$ cat config.mk
export PLATFORM = sky130hd
export DESIGN_NAME = tcp_option_parser_top_flat
export DESIGN_NICKNAME = d
export VERILOG_FILES = /design/src/hdl/tcpop_pkg.sv /design/src/hdl/tcpop_if.sv /design/src/hdl/tcpop_core.sv /design/src/hdl/tcp_option_parser_top.sv /design/src/flat_wrapper.sv
export SDC_FILE = /design/constraint.sdc
export NUM_CORES = 1
export LEC_CHECK = 0
export BUFFER_PORTS_ARGS = -buffer_cell sky130_fd_sc_hd__buf_2
export CAP_MARGIN = 25
export CORE_UTILIZATION = 50
export CTS_CLUSTER_SIZE = 8
export DETAILED_ROUTE_END_ITERATION = 8
export PLACE_DENSITY_LB_ADDON = 0.2
export SKIP_LAST_GASP = 1
export SYNTH_ARGS = -nofsm -noshare
export SYNTH_HDL_FRONTEND = slang
export SYNTH_SLANG_ARGS = --single-unit
export TNS_END_PERCENT = 20
$ cat constraint.sdc
create_clock -name clk_i -period 10.7 [get_ports clk_i]
set_clock_uncertainty 0.1 [all_clocks]
set_input_delay 2.14 -clock clk_i [delete_from_list [all_inputs] [get_ports clk_i]]
set_output_delay 2.14 -clock clk_i [all_outputs]
set_load 0.005 [all_outputs]
$ cat src/hdl/tcpop_pkg.sv
// ----------------------------------------------------------------------------
// tcpop_pkg
// Shared types and codes for the TCP option area parser.
// ----------------------------------------------------------------------------
package tcpop_pkg;

  localparam int unsigned PhaseW = 4;

  localparam logic [PhaseW-1:0] PH_KIND    = 4'd0;
  localparam logic [PhaseW-1:0] PH_MSS_LEN = 4'd1;
  localparam logic [PhaseW-1:0] PH_MSS_HI  = 4'd2;
  localparam logic [PhaseW-1:0] PH_MSS_LO  = 4'd3;
  localparam logic [PhaseW-1:0] PH_WS_LEN  = 4'd4;
  localparam logic [PhaseW-1:0] PH_WS_VAL  = 4'd5;
  localparam logic [PhaseW-1:0] PH_OPT_LEN = 4'd6;
  localparam logic [PhaseW-1:0] PH_SKIP    = 4'd7;
  localparam logic [PhaseW-1:0] PH_PAD     = 4'd8;
  localparam logic [PhaseW-1:0] PH_DRAIN   = 4'd9;

  localparam logic [7:0] KIND_EOL = 8'd0;
  localparam logic [7:0] KIND_NOP = 8'd1;
  localparam logic [7:0] KIND_MSS = 8'd2;
  localparam logic [7:0] KIND_WS  = 8'd3;

  localparam logic [7:0] MSS_LEN    = 8'd4;
  localparam logic [7:0] WS_LEN     = 8'd3;
  localparam logic [7:0] MIN_LEN    = 8'd2;
  localparam logic [7:0] WSCALE_MAX = 8'd14;

  typedef enum logic [2:0] {
    ERR_NONE      = 3'd0,
    ERR_MSS_TRUNC = 3'd1,
    ERR_MSS_LEN   = 3'd2,
    ERR_WS_TRUNC  = 3'd3,
    ERR_WS_LEN    = 3'd4,
    ERR_NO_LEN    = 3'd5,
    ERR_OPT_TRUNC = 3'd6,
    ERR_LEN_SHORT = 3'd7
  } err_e;

  typedef struct packed {
    logic        mss_present;
    logic [15:0] mss_value;
    logic        wscale_present;
    logic [3:0]  wscale_shift;
    err_e        error_code;
    logic [7:0]  error_byte;
  } res_t;

endpackage

$ cat src/hdl/tcpop_if.sv
// ----------------------------------------------------------------------------
// tcpop_if
// Request channels of the TCP option parser: option bytes in, summaries out.
// ----------------------------------------------------------------------------
interface tcpop_in_if;
  logic       valid;
  logic       ready;
  logic [7:0] option_byte;
  logic [5:0] bytes_left;

  modport source (output valid, output option_byte, output bytes_left, input ready);
  modport sink   (input valid, input option_byte, input bytes_left, output ready);
endinterface

interface tcpop_out_if;
  logic        valid;
  logic        ready;
  logic        mss_present;
  logic [15:0] mss_value;
  logic        wscale_present;
  logic [3:0]  wscale_shift;
  logic [2:0]  error_code;
  logic [7:0]  error_byte;

  modport source (output valid, output mss_present, output mss_value,
                  output wscale_present, output wscale_shift, output error_code,
                  output error_byte, input ready);
  modport sink   (input valid, input mss_present, input mss_value,
                  input wscale_present, input wscale_shift, input error_code,
                  input error_byte, output ready);
endinterface

$ cat src/hdl/tcpop_core.sv
// ----------------------------------------------------------------------------
// tcpop_core
// Parse state and per-byte update; produces at most one summary per byte.
// ----------------------------------------------------------------------------
module tcpop_core (
  input  logic            clk_i,
  input  logic            rst_ni,
  input  logic            en_i,
  input  logic [7:0]      byte_i,
  input  logic [5:0]      left_i,
  output logic            res_vld_o,
  output tcpop_pkg::res_t res_o
);

  logic [tcpop_pkg::PhaseW-1:0] phase_q, phase_d;
  logic [7:0]  skip_q, skip_d;
  logic        mss_seen_q, mss_seen_d;
  logic [15:0] mss_q, mss_d;
  logic        ws_seen_q, ws_seen_d;
  logic [3:0]  ws_q, ws_d;
  logic [7:0]  kind_q, kind_d;

  tcpop_pkg::err_e err;
  logic [7:0] err_byte;
  logic       absorb;
  logic       clr;
  logic       last;
  logic [7:0] left_p1;

  assign last    = (left_i == 6'd1);
  assign left_p1 = {2'b00, left_i} + 8'd1;

  always_comb begin
    phase_d    = phase_q;
    skip_d     = skip_q;
    mss_seen_d = mss_seen_q;
    mss_d      = mss_q;
    ws_seen_d  = ws_seen_q;
    ws_d       = ws_q;
    kind_d     = kind_q;
    err        = tcpop_pkg::ERR_NONE;
    err_byte   = '0;
    absorb     = 1'b0;
    clr        = 1'b0;
    res_vld_o  = 1'b0;
    res_o      = '0;

    if (left_i == 6'd0) begin
      clr       = 1'b1;
      res_vld_o = 1'b1;
    end else begin
      unique case (phase_q)
        tcpop_pkg::PH_KIND: begin
          kind_d = byte_i;
          unique case (byte_i)
            tcpop_pkg::KIND_EOL: phase_d = tcpop_pkg::PH_PAD;
            tcpop_pkg::KIND_NOP: ;
            tcpop_pkg::KIND_MSS: begin
              if ({2'b00, left_i} < tcpop_pkg::MSS_LEN) begin
                err = tcpop_pkg::ERR_MSS_TRUNC;
                err_byte = byte_i;
              end else begin
                phase_d = tcpop_pkg::PH_MSS_LEN;
              end
            end
            tcpop_pkg::KIND_WS: begin
              if ({2'b00, left_i} < tcpop_pkg::WS_LEN) begin
                err = tcpop_pkg::ERR_WS_TRUNC;
                err_byte = byte_i;
              end else begin
                phase_d = tcpop_pkg::PH_WS_LEN;
              end
            end
            default: begin
              if ({2'b00, left_i} < tcpop_pkg::MIN_LEN) begin
                err = tcpop_pkg::ERR_NO_LEN;
                err_byte = byte_i;
              end else begin
                phase_d = tcpop_pkg::PH_OPT_LEN;
              end
            end
          endcase
        end
        tcpop_pkg::PH_MSS_LEN: begin
          if (byte_i != tcpop_pkg::MSS_LEN) begin
            err = tcpop_pkg::ERR_MSS_LEN;
            err_byte = byte_i;
          end else begin
            phase_d = tcpop_pkg::PH_MSS_HI;
          end
        end
        tcpop_pkg::PH_MSS_HI: begin
          skip_d  = byte_i;
          phase_d = tcpop_pkg::PH_MSS_LO;
        end
        tcpop_pkg::PH_MSS_LO: begin
          mss_d      = {skip_q, byte_i};
          mss_seen_d = 1'b1;
          skip_d     = '0;
          phase_d    = tcpop_pkg::PH_KIND;
        end
        tcpop_pkg::PH_WS_LEN: begin
          if (byte_i != tcpop_pkg::WS_LEN) begin
            err = tcpop_pkg::ERR_WS_LEN;
            err_byte = byte_i;
          end else begin
            phase_d = tcpop_pkg::PH_WS_VAL;
          end
        end
        tcpop_pkg::PH_WS_VAL: begin
          ws_d      = (byte_i > tcpop_pkg::WSCALE_MAX) ? tcpop_pkg::WSCALE_MAX[3:0]
                                                       : byte_i[3:0];
          ws_seen_d = 1'b1;
          phase_d   = tcpop_pkg::PH_KIND;
        end
        tcpop_pkg::PH_OPT_LEN: begin
          if (byte_i < tcpop_pkg::MIN_LEN) begin
            err = tcpop_pkg::ERR_LEN_SHORT;
            err_byte = byte_i;
          end else if (byte_i > left_p1) begin
            err = tcpop_pkg::ERR_OPT_TRUNC;
            err_byte = kind_q;
          end else begin
            skip_d  = byte_i - tcpop_pkg::MIN_LEN;
            phase_d = (skip_d != 8'd0) ? tcpop_pkg::PH_SKIP : tcpop_pkg::PH_KIND;
          end
        end
        tcpop_pkg::PH_SKIP: begin
          skip_d = skip_q - 8'd1;
          if (skip_d == 8'd0) phase_d = tcpop_pkg::PH_KIND;
        end
        tcpop_pkg::PH_PAD: ;
        default: absorb = 1'b1;
      endcase

      if (absorb) begin
        clr = last;
      end else if (err != tcpop_pkg::ERR_NONE) begin
        res_vld_o        = 1'b1;
        res_o.error_code = err;
        res_o.error_byte = err_byte;
        clr              = 1'b1;
      end else if (last) begin
        res_vld_o = 1'b1;
        clr       = 1'b1;
        if (phase_d != tcpop_pkg::PH_KIND && phase_d != tcpop_pkg::PH_PAD) begin
          res_o.error_code = tcpop_pkg::ERR_OPT_TRUNC;
          res_o.error_byte = kind_d;
        end else begin
          res_o.mss_present    = mss_seen_d;
          res_o.mss_value      = mss_seen_d ? mss_d : 16'd0;
          res_o.wscale_present = ws_seen_d;
          res_o.wscale_shift   = ws_seen_d ? ws_d : 4'd0;
        end
      end
    end

    if (clr) begin
      phase_d    = tcpop_pkg::PH_KIND;
      skip_d     = '0;
      mss_seen_d = 1'b0;
      mss_d      = '0;
      ws_seen_d  = 1'b0;
      ws_d       = '0;
      kind_d     = '0;
    end
    // error mid-area: swallow the rest of the area
    if (!absorb && err != tcpop_pkg::ERR_NONE && !last) phase_d = tcpop_pkg::PH_DRAIN;
  end

  always_ff @(posedge clk_i or negedge rst_ni) begin
    if (!rst_ni) begin
      phase_q    <= tcpop_pkg::PH_KIND;
      skip_q     <= '0;
      mss_seen_q <= 1'b0;
      mss_q      <= '0;
      ws_seen_q  <= 1'b0;
      ws_q       <= '0;
      kind_q     <= '0;
    end else if (en_i) begin
      phase_q    <= phase_d;
      skip_q     <= skip_d;
      mss_seen_q <= mss_seen_d;
      mss_q      <= mss_d;
      ws_seen_q  <= ws_seen_d;
      ws_q       <= ws_d;
      kind_q     <= kind_d;
    end
  end

  a_err_no_opts: assert property (@(posedge clk_i) disable iff (!rst_ni)
    res_vld_o && res_o.error_code != tcpop_pkg::ERR_NONE |->
      !res_o.mss_present && !res_o.wscale_present && res_o.mss_value == 16'd0)
    else $error("option fields set on error summary");

  a_ok_no_byte: assert property (@(posedge clk_i) disable iff (!rst_ni)
    res_vld_o && res_o.error_code == tcpop_pkg::ERR_NONE |-> res_o.error_byte == 8'd0)
    else $error("error byte set without error");

  a_last_clears: assert property (@(posedge clk_i) disable iff (!rst_ni)
    en_i && last |=> phase_q == tcpop_pkg::PH_KIND && !mss_seen_q && !ws_seen_q)
    else $error("state not cleared at area end");

  a_ws_clamp: assert property (@(posedge clk_i) disable iff (!rst_ni)
    ws_q <= tcpop_pkg::WSCALE_MAX[3:0])
    else $error("window scale above clamp");

  a_empty_res: assert property (@(posedge clk_i) disable iff (!rst_ni)
    en_i && left_i == 6'd0 |-> res_vld_o && res_o == '0)
    else $error("empty area summary wrong");

endmodule

$ cat src/hdl/tcp_option_parser_top.sv
// ----------------------------------------------------------------------------
// tcp_option_parser_top
// Streaming TCP option area parser with registered input and summary.
// ----------------------------------------------------------------------------
// Takes one option byte per cycle with no gaps needed while the summary
// register is empty or being read; each byte passes an input register, then
// the core's state update, then the summary register.
// A summary is produced for the last byte of an area (bytes_left 1), for an
// empty area (bytes_left 0), or at once on a malformed option; bytes after
// an error are consumed silently up to the end of the area.
module tcp_option_parser_top (
  input  logic         clk_i,
  input  logic         rst_ni,
  tcpop_in_if.sink     opt_i,
  tcpop_out_if.source  res_o
);

  logic       in_vld_q;
  logic [7:0] in_byte_q;
  logic [5:0] in_left_q;
  logic       out_vld_q;
  tcpop_pkg::res_t out_q;

  logic            adv;
  logic            step_vld;
  tcpop_pkg::res_t step_res;

  assign adv         = in_vld_q && (!out_vld_q || res_o.ready);
  assign opt_i.ready = !in_vld_q || adv;

  always_ff @(posedge clk_i or negedge rst_ni) begin
    if (!rst_ni) begin
      in_vld_q <= 1'b0;
    end else if (opt_i.ready) begin
      in_vld_q <= opt_i.valid;
    end
  end

  always_ff @(posedge clk_i) begin
    if (opt_i.ready && opt_i.valid) begin
      in_byte_q <= opt_i.option_byte;
      in_left_q <= opt_i.bytes_left;
    end
  end

  tcpop_core u_core (
    .clk_i     (clk_i),
    .rst_ni    (rst_ni),
    .en_i      (adv),
    .byte_i    (in_byte_q),
    .left_i    (in_left_q),
    .res_vld_o (step_vld),
    .res_o     (step_res)
  );

  always_ff @(posedge clk_i or negedge rst_ni) begin
    if (!rst_ni) begin
      out_vld_q <= 1'b0;
    end else if (adv && step_vld) begin
      out_vld_q <= 1'b1;
    end else if (res_o.ready) begin
      out_vld_q <= 1'b0;
    end
  end

  always_ff @(posedge clk_i) begin
    if (adv && step_vld) out_q <= step_res;
  end

  assign res_o.valid          = out_vld_q;
  assign res_o.mss_present    = out_q.mss_present;
  assign res_o.mss_value      = out_q.mss_value;
  assign res_o.wscale_present = out_q.wscale_present;
  assign res_o.wscale_shift   = out_q.wscale_shift;
  assign res_o.error_code     = out_q.error_code;
  assign res_o.error_byte     = out_q.error_byte;

endmodule
$ cat src/flat_wrapper.sv
// flat-port wrapper written by rule: the top's interface ports become plain ports
module tcp_option_parser_top_flat 
  (clk_i, rst_ni, opt_i_valid, opt_i_option_byte, opt_i_bytes_left, opt_i_ready, res_o_valid, res_o_mss_present, res_o_mss_value, res_o_wscale_present, res_o_wscale_shift, res_o_error_code, res_o_error_byte, res_o_ready);
  tcpop_in_if opt_i_i ();
  tcpop_out_if res_o_i ();
  input  logic clk_i;
  input  logic rst_ni;
  input wire logic [$bits(opt_i_i.valid)-1:0] opt_i_valid;
  input wire logic [$bits(opt_i_i.option_byte)-1:0] opt_i_option_byte;
  input wire logic [$bits(opt_i_i.bytes_left)-1:0] opt_i_bytes_left;
  output wire logic [$bits(opt_i_i.ready)-1:0] opt_i_ready;
  output wire logic [$bits(res_o_i.valid)-1:0] res_o_valid;
  output wire logic [$bits(res_o_i.mss_present)-1:0] res_o_mss_present;
  output wire logic [$bits(res_o_i.mss_value)-1:0] res_o_mss_value;
  output wire logic [$bits(res_o_i.wscale_present)-1:0] res_o_wscale_present;
  output wire logic [$bits(res_o_i.wscale_shift)-1:0] res_o_wscale_shift;
  output wire logic [$bits(res_o_i.error_code)-1:0] res_o_error_code;
  output wire logic [$bits(res_o_i.error_byte)-1:0] res_o_error_byte;
  input wire logic [$bits(res_o_i.ready)-1:0] res_o_ready;
  assign opt_i_i.valid = opt_i_valid;
  assign opt_i_i.option_byte = opt_i_option_byte;
  assign opt_i_i.bytes_left = opt_i_bytes_left;
  assign opt_i_ready = opt_i_i.ready;
  assign res_o_valid = res_o_i.valid;
  assign res_o_mss_present = res_o_i.mss_present;
  assign res_o_mss_value = res_o_i.mss_value;
  assign res_o_wscale_present = res_o_i.wscale_present;
  assign res_o_wscale_shift = res_o_i.wscale_shift;
  assign res_o_error_code = res_o_i.error_code;
  assign res_o_error_byte = res_o_i.error_byte;
  assign res_o_i.ready = res_o_ready;
  tcp_option_parser_top u_core (.clk_i(clk_i), .rst_ni(rst_ni), .opt_i(opt_i_i), .res_o(res_o_i));
endmodule
# --- Word level (Yosys, flattened, before mapping) ---
# Index checks and enable logic that the tools add are counted.
word_totals:
  register_bits: 91
  inputBits: 18
  out_inout_bits: 35
  word_cells: 152
classes:
  add_sub_neg: 3
  magnitude_cmp: 6
  n_eq_ne: 19
  n_mux: 72
  bitwise_logic: 3
  n_reduce_logical: 32
op_table:
  columns: ["op", "count"]
  rows:
  - ["$mux W8", 14]
  - ["$mux W4", 16]
  - ["$pmux W8 S4", 2]
  - ["$mux W16", 3]
  - ["$mux W11", 3]
  - ["$pmux W4 S7", 1]
  - ["$pmux W8 S3", 1]
  - ["$mux W3", 7]
  - ["$mux W1", 20]
  - ["$eq A4 B3 Y1 const B", 4]
  - ["$eq A8 B2 Y1 const B", 2]
  - ["$logic_not A8 Y1", 2]
  - ["$pmux W4 S4", 1]
  - ["$lt A6 B2 Y1 const B", 2]
  - ["$pmux W3 S4", 1]
  - ["$reduce_or A6 Y1", 2]
  - ["$pmux W3 S3", 1]
  - ["$reduce_or A9 Y1", 1]
  - ["$eq A4 B2 Y1 const B", 2]
  - ["$eq A8 B1 Y1 const B", 1]
  - ["$gt A8 B4 Y1 const B", 1]
  - ["$gt A8 B7 Y1", 1]
  - ["$lt A8 B2 Y1 const B", 1]
  - ["$ne A8 B2 Y1 const B", 1]
  - ["28 further kinds", 45]

# --- Logic depth before layout (Yosys ltp) ---
depth:
  word_depth: 12
  mapped_depth: 14
  ltp_nobuf: 12

# --- By module ---
# A second synthesis with hierarchy kept.
hier_totals:
  hier_cells: 500
  area_unflattened_um2: 5252.5
modules_own_cells:
  columns: ["mod", "instances", "cells_each", "area_each_um2", "seq_area_each_um2"]
  rows:
  - ["tcpop_core", 1, 443, 3732.3, 1051.0]
  - ["tcp_option_parser_top", 1, 57, 1520.2, 1461.4]

# --- Worst setup path before layout ---
# Ideal clock, no wire load.
synth_timing:
  kind: "in2reg"
  start: "in res_o_ready"
  end: "reg u_core.out_q, in the netlist u_core.res_o.error_byte[0] (enable)"
  setup_ps: 424
  t_arrival_ps: 4079
  required_time_ps: 10176
  slack_ps: 6097
  stages: 4
  path_buffers: 1
  path_cell_list: "nand2b_1 nand2_1 clkbuf_1 nor2_1"
synth_between:
  elab_chain_cells: 3
synth_rtl:
  columns: ["element", "line", "source"]
  rows:
  - ["start, declared", "flat_wrapper.sv:19", "input wire logic [$bits(res_o_i.ready)-1:0] res_o_ready;"]
  - ["$logic_or A1 B1 Y1", "tcp_option_parser_top.sv:28", "assign adv = in_vld_q && (!out_vld_q || res_o.ready);"]
  - ["$logic_and A1 B1 Y1", "tcp_option_parser_top.sv:28", null]
  - ["$logic_and A1 B1 Y1", "tcp_option_parser_top.sv:67", "if (adv && step_vld) out_q <= step_res;"]
  - ["end signal, assigned", "tcp_option_parser_top.sv:67", null]
  - ["end, declared", "tcp_option_parser_top.sv:22", "tcpop_pkg::res_t out_q;"]
# Every way passes these cells.
# A chain may end at the register's enable or synchronous reset.

# --- Worst setup path after layout ---
layout_timing:
  start: "in res_o_ready"
  end: "out opt_i_ready"
layout_between:
  elab_chain_cells: 3
layout_rtl:
  columns: ["element", "line", "source"]
  rows:
  - ["$logic_or A1 B1 Y1", "tcp_option_parser_top.sv:28", null]
  - ["$logic_and A1 B1 Y1", "tcp_option_parser_top.sv:28", null]
  - ["$logic_or A1 B1 Y1", "tcp_option_parser_top.sv:29", "assign opt_i.ready = !in_vld_q || adv;"]
  - ["end, declared", "flat_wrapper.sv:11", "output wire logic [$bits(opt_i_i.ready)-1:0] opt_i_ready;"]
# Every way passes these cells.

==> results_dict.tcl <==
set metrics [dict create \
    relSlewSlack 0.3671 \
    status "finished with violations" \
    synth.area.top_cells "edfxtp_1, dfrtp_1, a22o_1" \
    drt-initial-drc-count 270 \
    antenna_found_initial 0 \
    worstSetupPathType "in -> out" \
    cp_common_cell "buf_2" \
    dieWidth_um 102.1 \
    finalPower_w 0.001126 \
    grt_usage 0.2416 \
    synthCells 492 \
    yosys.area.top_type "edfxtp_1" \
    async_flop_share 0.4835 \
    yosysMostFrequentCell "nand2_1" \
    rsz0062_at_grt "false" \
    tightest_slew_ns 0.9494 \
    path_clk_slew_ns 0.09 \
    grt_pass1_vias 3766 \
    met1_usage 0.3301 \
    row_count 36 \
    grtUsageMet2 0.3645 \
    synth.distinct_cells 67 \
    htreeDepth 3 \
    max-clock-path-buffers 2 \
    route.detailed.drc 1 \
    timing.final.crit_share 0.4500 \
    critPathBufInv 2 \
    finalHoldViolations 0 \
    vias_per_cell 6.003 \
    crit_chain "buf_2 > nand3b_1 > buf_2" \
    final_nets 560 \
    synth_fp_nets 524 \
    sw_frac_of_total 0.3867 \
    area_growth_pct 10.15 \
    clock-sinks 91 \
    synth_edf_count 47 \
    drv_cap 0 \
    clkPwrFrac 0.189 \
    seq_area_frac_synth 0.5010 \
    seq_power_share 0.485 \
    met3_usage 0.04172 \
    coreArea_um2 9729 \
    leakagePower_nw 2.157 \
    ant_nets 0 \
    busiest_layer "met2" \
    synthFlopType "edfxtp_1" \
    ctsResizeCount 0 \
    grt_pass1_wl_um 18900 \
    drive_gt1_frac 0.1748 \
    ys_warn_count 0 \
    firstDrtPassIters 7 \
    crit_family "buffers and inverters" \
    required_ns 8.46 \
    cpPeakStageDelay_ns 0.18 \
    p_per_area_nw_per_um2 203.9 \
    fillers 862 \
    initial_utilization 0.5154 \
    p_int_w 0.0006907 \
    cts_hold_buf 0 \
    diodes 0 \
    violations "DRC" \
    end_kind "output pin" \
    critPathMaxFanout 3 \
    power_frac_comb 0.326 \
    cts_root_buf "clkbuf_8" \
    overflow 0 \
    synth_seq_cells 91 \
    grt_max_degree 45 \
    wire_per_inst_um 17.47 \
    period_needed_ns 4.814 \
    avgSynthCellArea_um2 10.19 \
    crit_path_start_kind "input port" \
    crit_arrival_ns 2.57 \
    hpwl_um 8073 \
    gp_congestion 0.9119 \
    yosysTopAreaCellShare 0.2814 \
    cp_slowest_cell "nand3b_1" \
    cts_tree "done" \
    p_switching_w 0.0004354 \
    hold_path.class "reg -> reg" \
    vdd_drop_max_uv 106.1 \
    pin_count 53 \
    fmax_ghz 0.2077 \
    syn_area_um2 5015 \
    routed_wl_um 11620 \
    vias 3992 \
    numCtsBuffers 9 \
    io_buffers 52 \
    synth_common_cells "nand2_1, edfxtp_1, dfrtp_1, nor2_1, a21oi_1" \
    insertion_delay_ns 0.36 \
    slew_viol_final 0 \
    cts_setup_buffers 0 \
    die_area_um2 10430 \
    setup_tns_ns 0 \
    setup_viol 0 \
    die_y_um 102.1 \
]
area by class of cell:
type | instances | area, um^2 | share of cell area
Tap cell | 133 | 166.4 | 0.03012
Multi-Input combinational cell | 353 | 2300 | 0.4163
Clock buffer | 11 | 141.4 | 0.02559
Clock inverter | 4 | 33.78 | 0.006116
Inverter | 16 | 60.06 | 0.01087
Sequential cell | 91 | 2512 | 0.4548
Timing Repair Buffer | 57 | 310.3 | 0.05617
tightest hold or removal path, stage by stage, from the launching register on:
cell,delay (ns)
dfrtp_1,0.36
nand2_1,0.05
o31ai_1,0.05
layout by cell type, fill, tap and decap left out, types with 3 or more instances in the layout:
cell type and count:
nor3_1 7, a31oi_1 4, a21o_1 3, dfrtp_1 44
o21ai_0 21, edfxtp_1 47, a22o_1 30, nand2b_1 5
clkbuf_8 10, xnor2_1 4, o31a_1 3, nor4_1 10
and2_1 8, nor2_1 41, o32ai_1 4, o221ai_2 4
o22ai_1 4, ha_1 14, a211oi_1 7, or4_1 3
buf_2 52, a21oi_1 33, buf_4 4, o2bb2ai_1 4
or4_4 3, o211ai_1 3, nor2b_1 9, o31ai_1 3
o21ai_2 3, nand3_1 10, inv_1 16, xor2_1 4
nand2_1 63, and3_1 4
state kept, by name, indices dropped and copies added, names as in the netlist, 3 cells and up:
register and count:
u_core.res_o.wscale_shift 4, u_core.u_core.ws_q 4, u_core.res_o.error_byte 8, u_core.u_core.kind_q 8
u_core.u_core.mss_q 16, u_core.res_o.error_code 3, u_core.in_byte_q 8, u_core.u_core.phase_q 4
u_core.u_core.skip_q 8, u_core.in_left_q 6, u_core.res_o.mss_value 16
power groups by stage:
stage | clock network, W | logic (W) | registers [W]
2_1_floorplan | 0 | 0.000315 | 0.000496
3_3_place_gp | 0 | 0.000361 | 0.000548
3_5_place_dp | 0 | 0.000365 | 0.000550
4_1_cts | 0.000217 | 0.000367 | 0.000543
5_1_grt | 0.000229 | 0.000411 | 0.000559
6_report | 0.000213 | 0.000367 | 0.000546
per-layer routing:
layer | part of all wire | wire [um]
met5 | 0 | 0
met4 | 0.039 | 448
met3 | 0.057 | 665
met2 | 0.45 | 5251
met1 | 0.45 | 5249
metrics by stage:
stage | util | hold slack, ns | cells | setup WS, ns | area, um^2
global placement | 0.5477 | 0.3541 | 649 | 5.920 | 5329
finish | 0.5678 | 0.3973 | 665 | 5.886 | 5524
detailed placement | 0.5477 | 0.3711 | 649 | 5.893 | 5329
global route | 0.5678 | 0.4210 | 665 | 5.851 | 5524
CTS | 0.5657 | 0.3909 | 664 | 5.887 | 5504
floorplan | - | 0.3407 | 492 | 6.097 | 5015
worst paths after layout:
kind / slack, ns / startpoint / cells past startpoint / to
setup / recovery: 5.89 / res_o_ready / 3 / opt_i_ready
setup reg to reg: 6.18 / u_core.in_left_q[1] / 12 / u_core.u_core.mss_q[9]
min in group asynchronous: 1.61 / rst_ni / 1 / u_core.u_core.mss_q[2]
hold / removal: 0.40 / u_core.u_core.ws_q[0] / 2 / u_core.u_core.ws_q[0]
hold reg to reg: 0.40 / u_core.u_core.ws_q[0] / 2 / u_core.u_core.ws_q[0]
max in group asynchronous: 8.39 / rst_ni / 2 / u_core.in_vld_q
cell families (layout without fill, tap and decap cells):
kind of cell,count (synthesis),in the layout,synth area share
AOI/OAI and AO/OA,147,147,0.2173
xor gates and xnor gates,8,8,0.01397
adders and majority gates,14,14,0.03493
buffers and inverters,48,88,0.04192
DFF,91,91,0.5010
muxes,3,3,0.006238
and+or+nand+nor,181,181,0.1846
No activity file was read; power rests on OpenSTA's default activity.
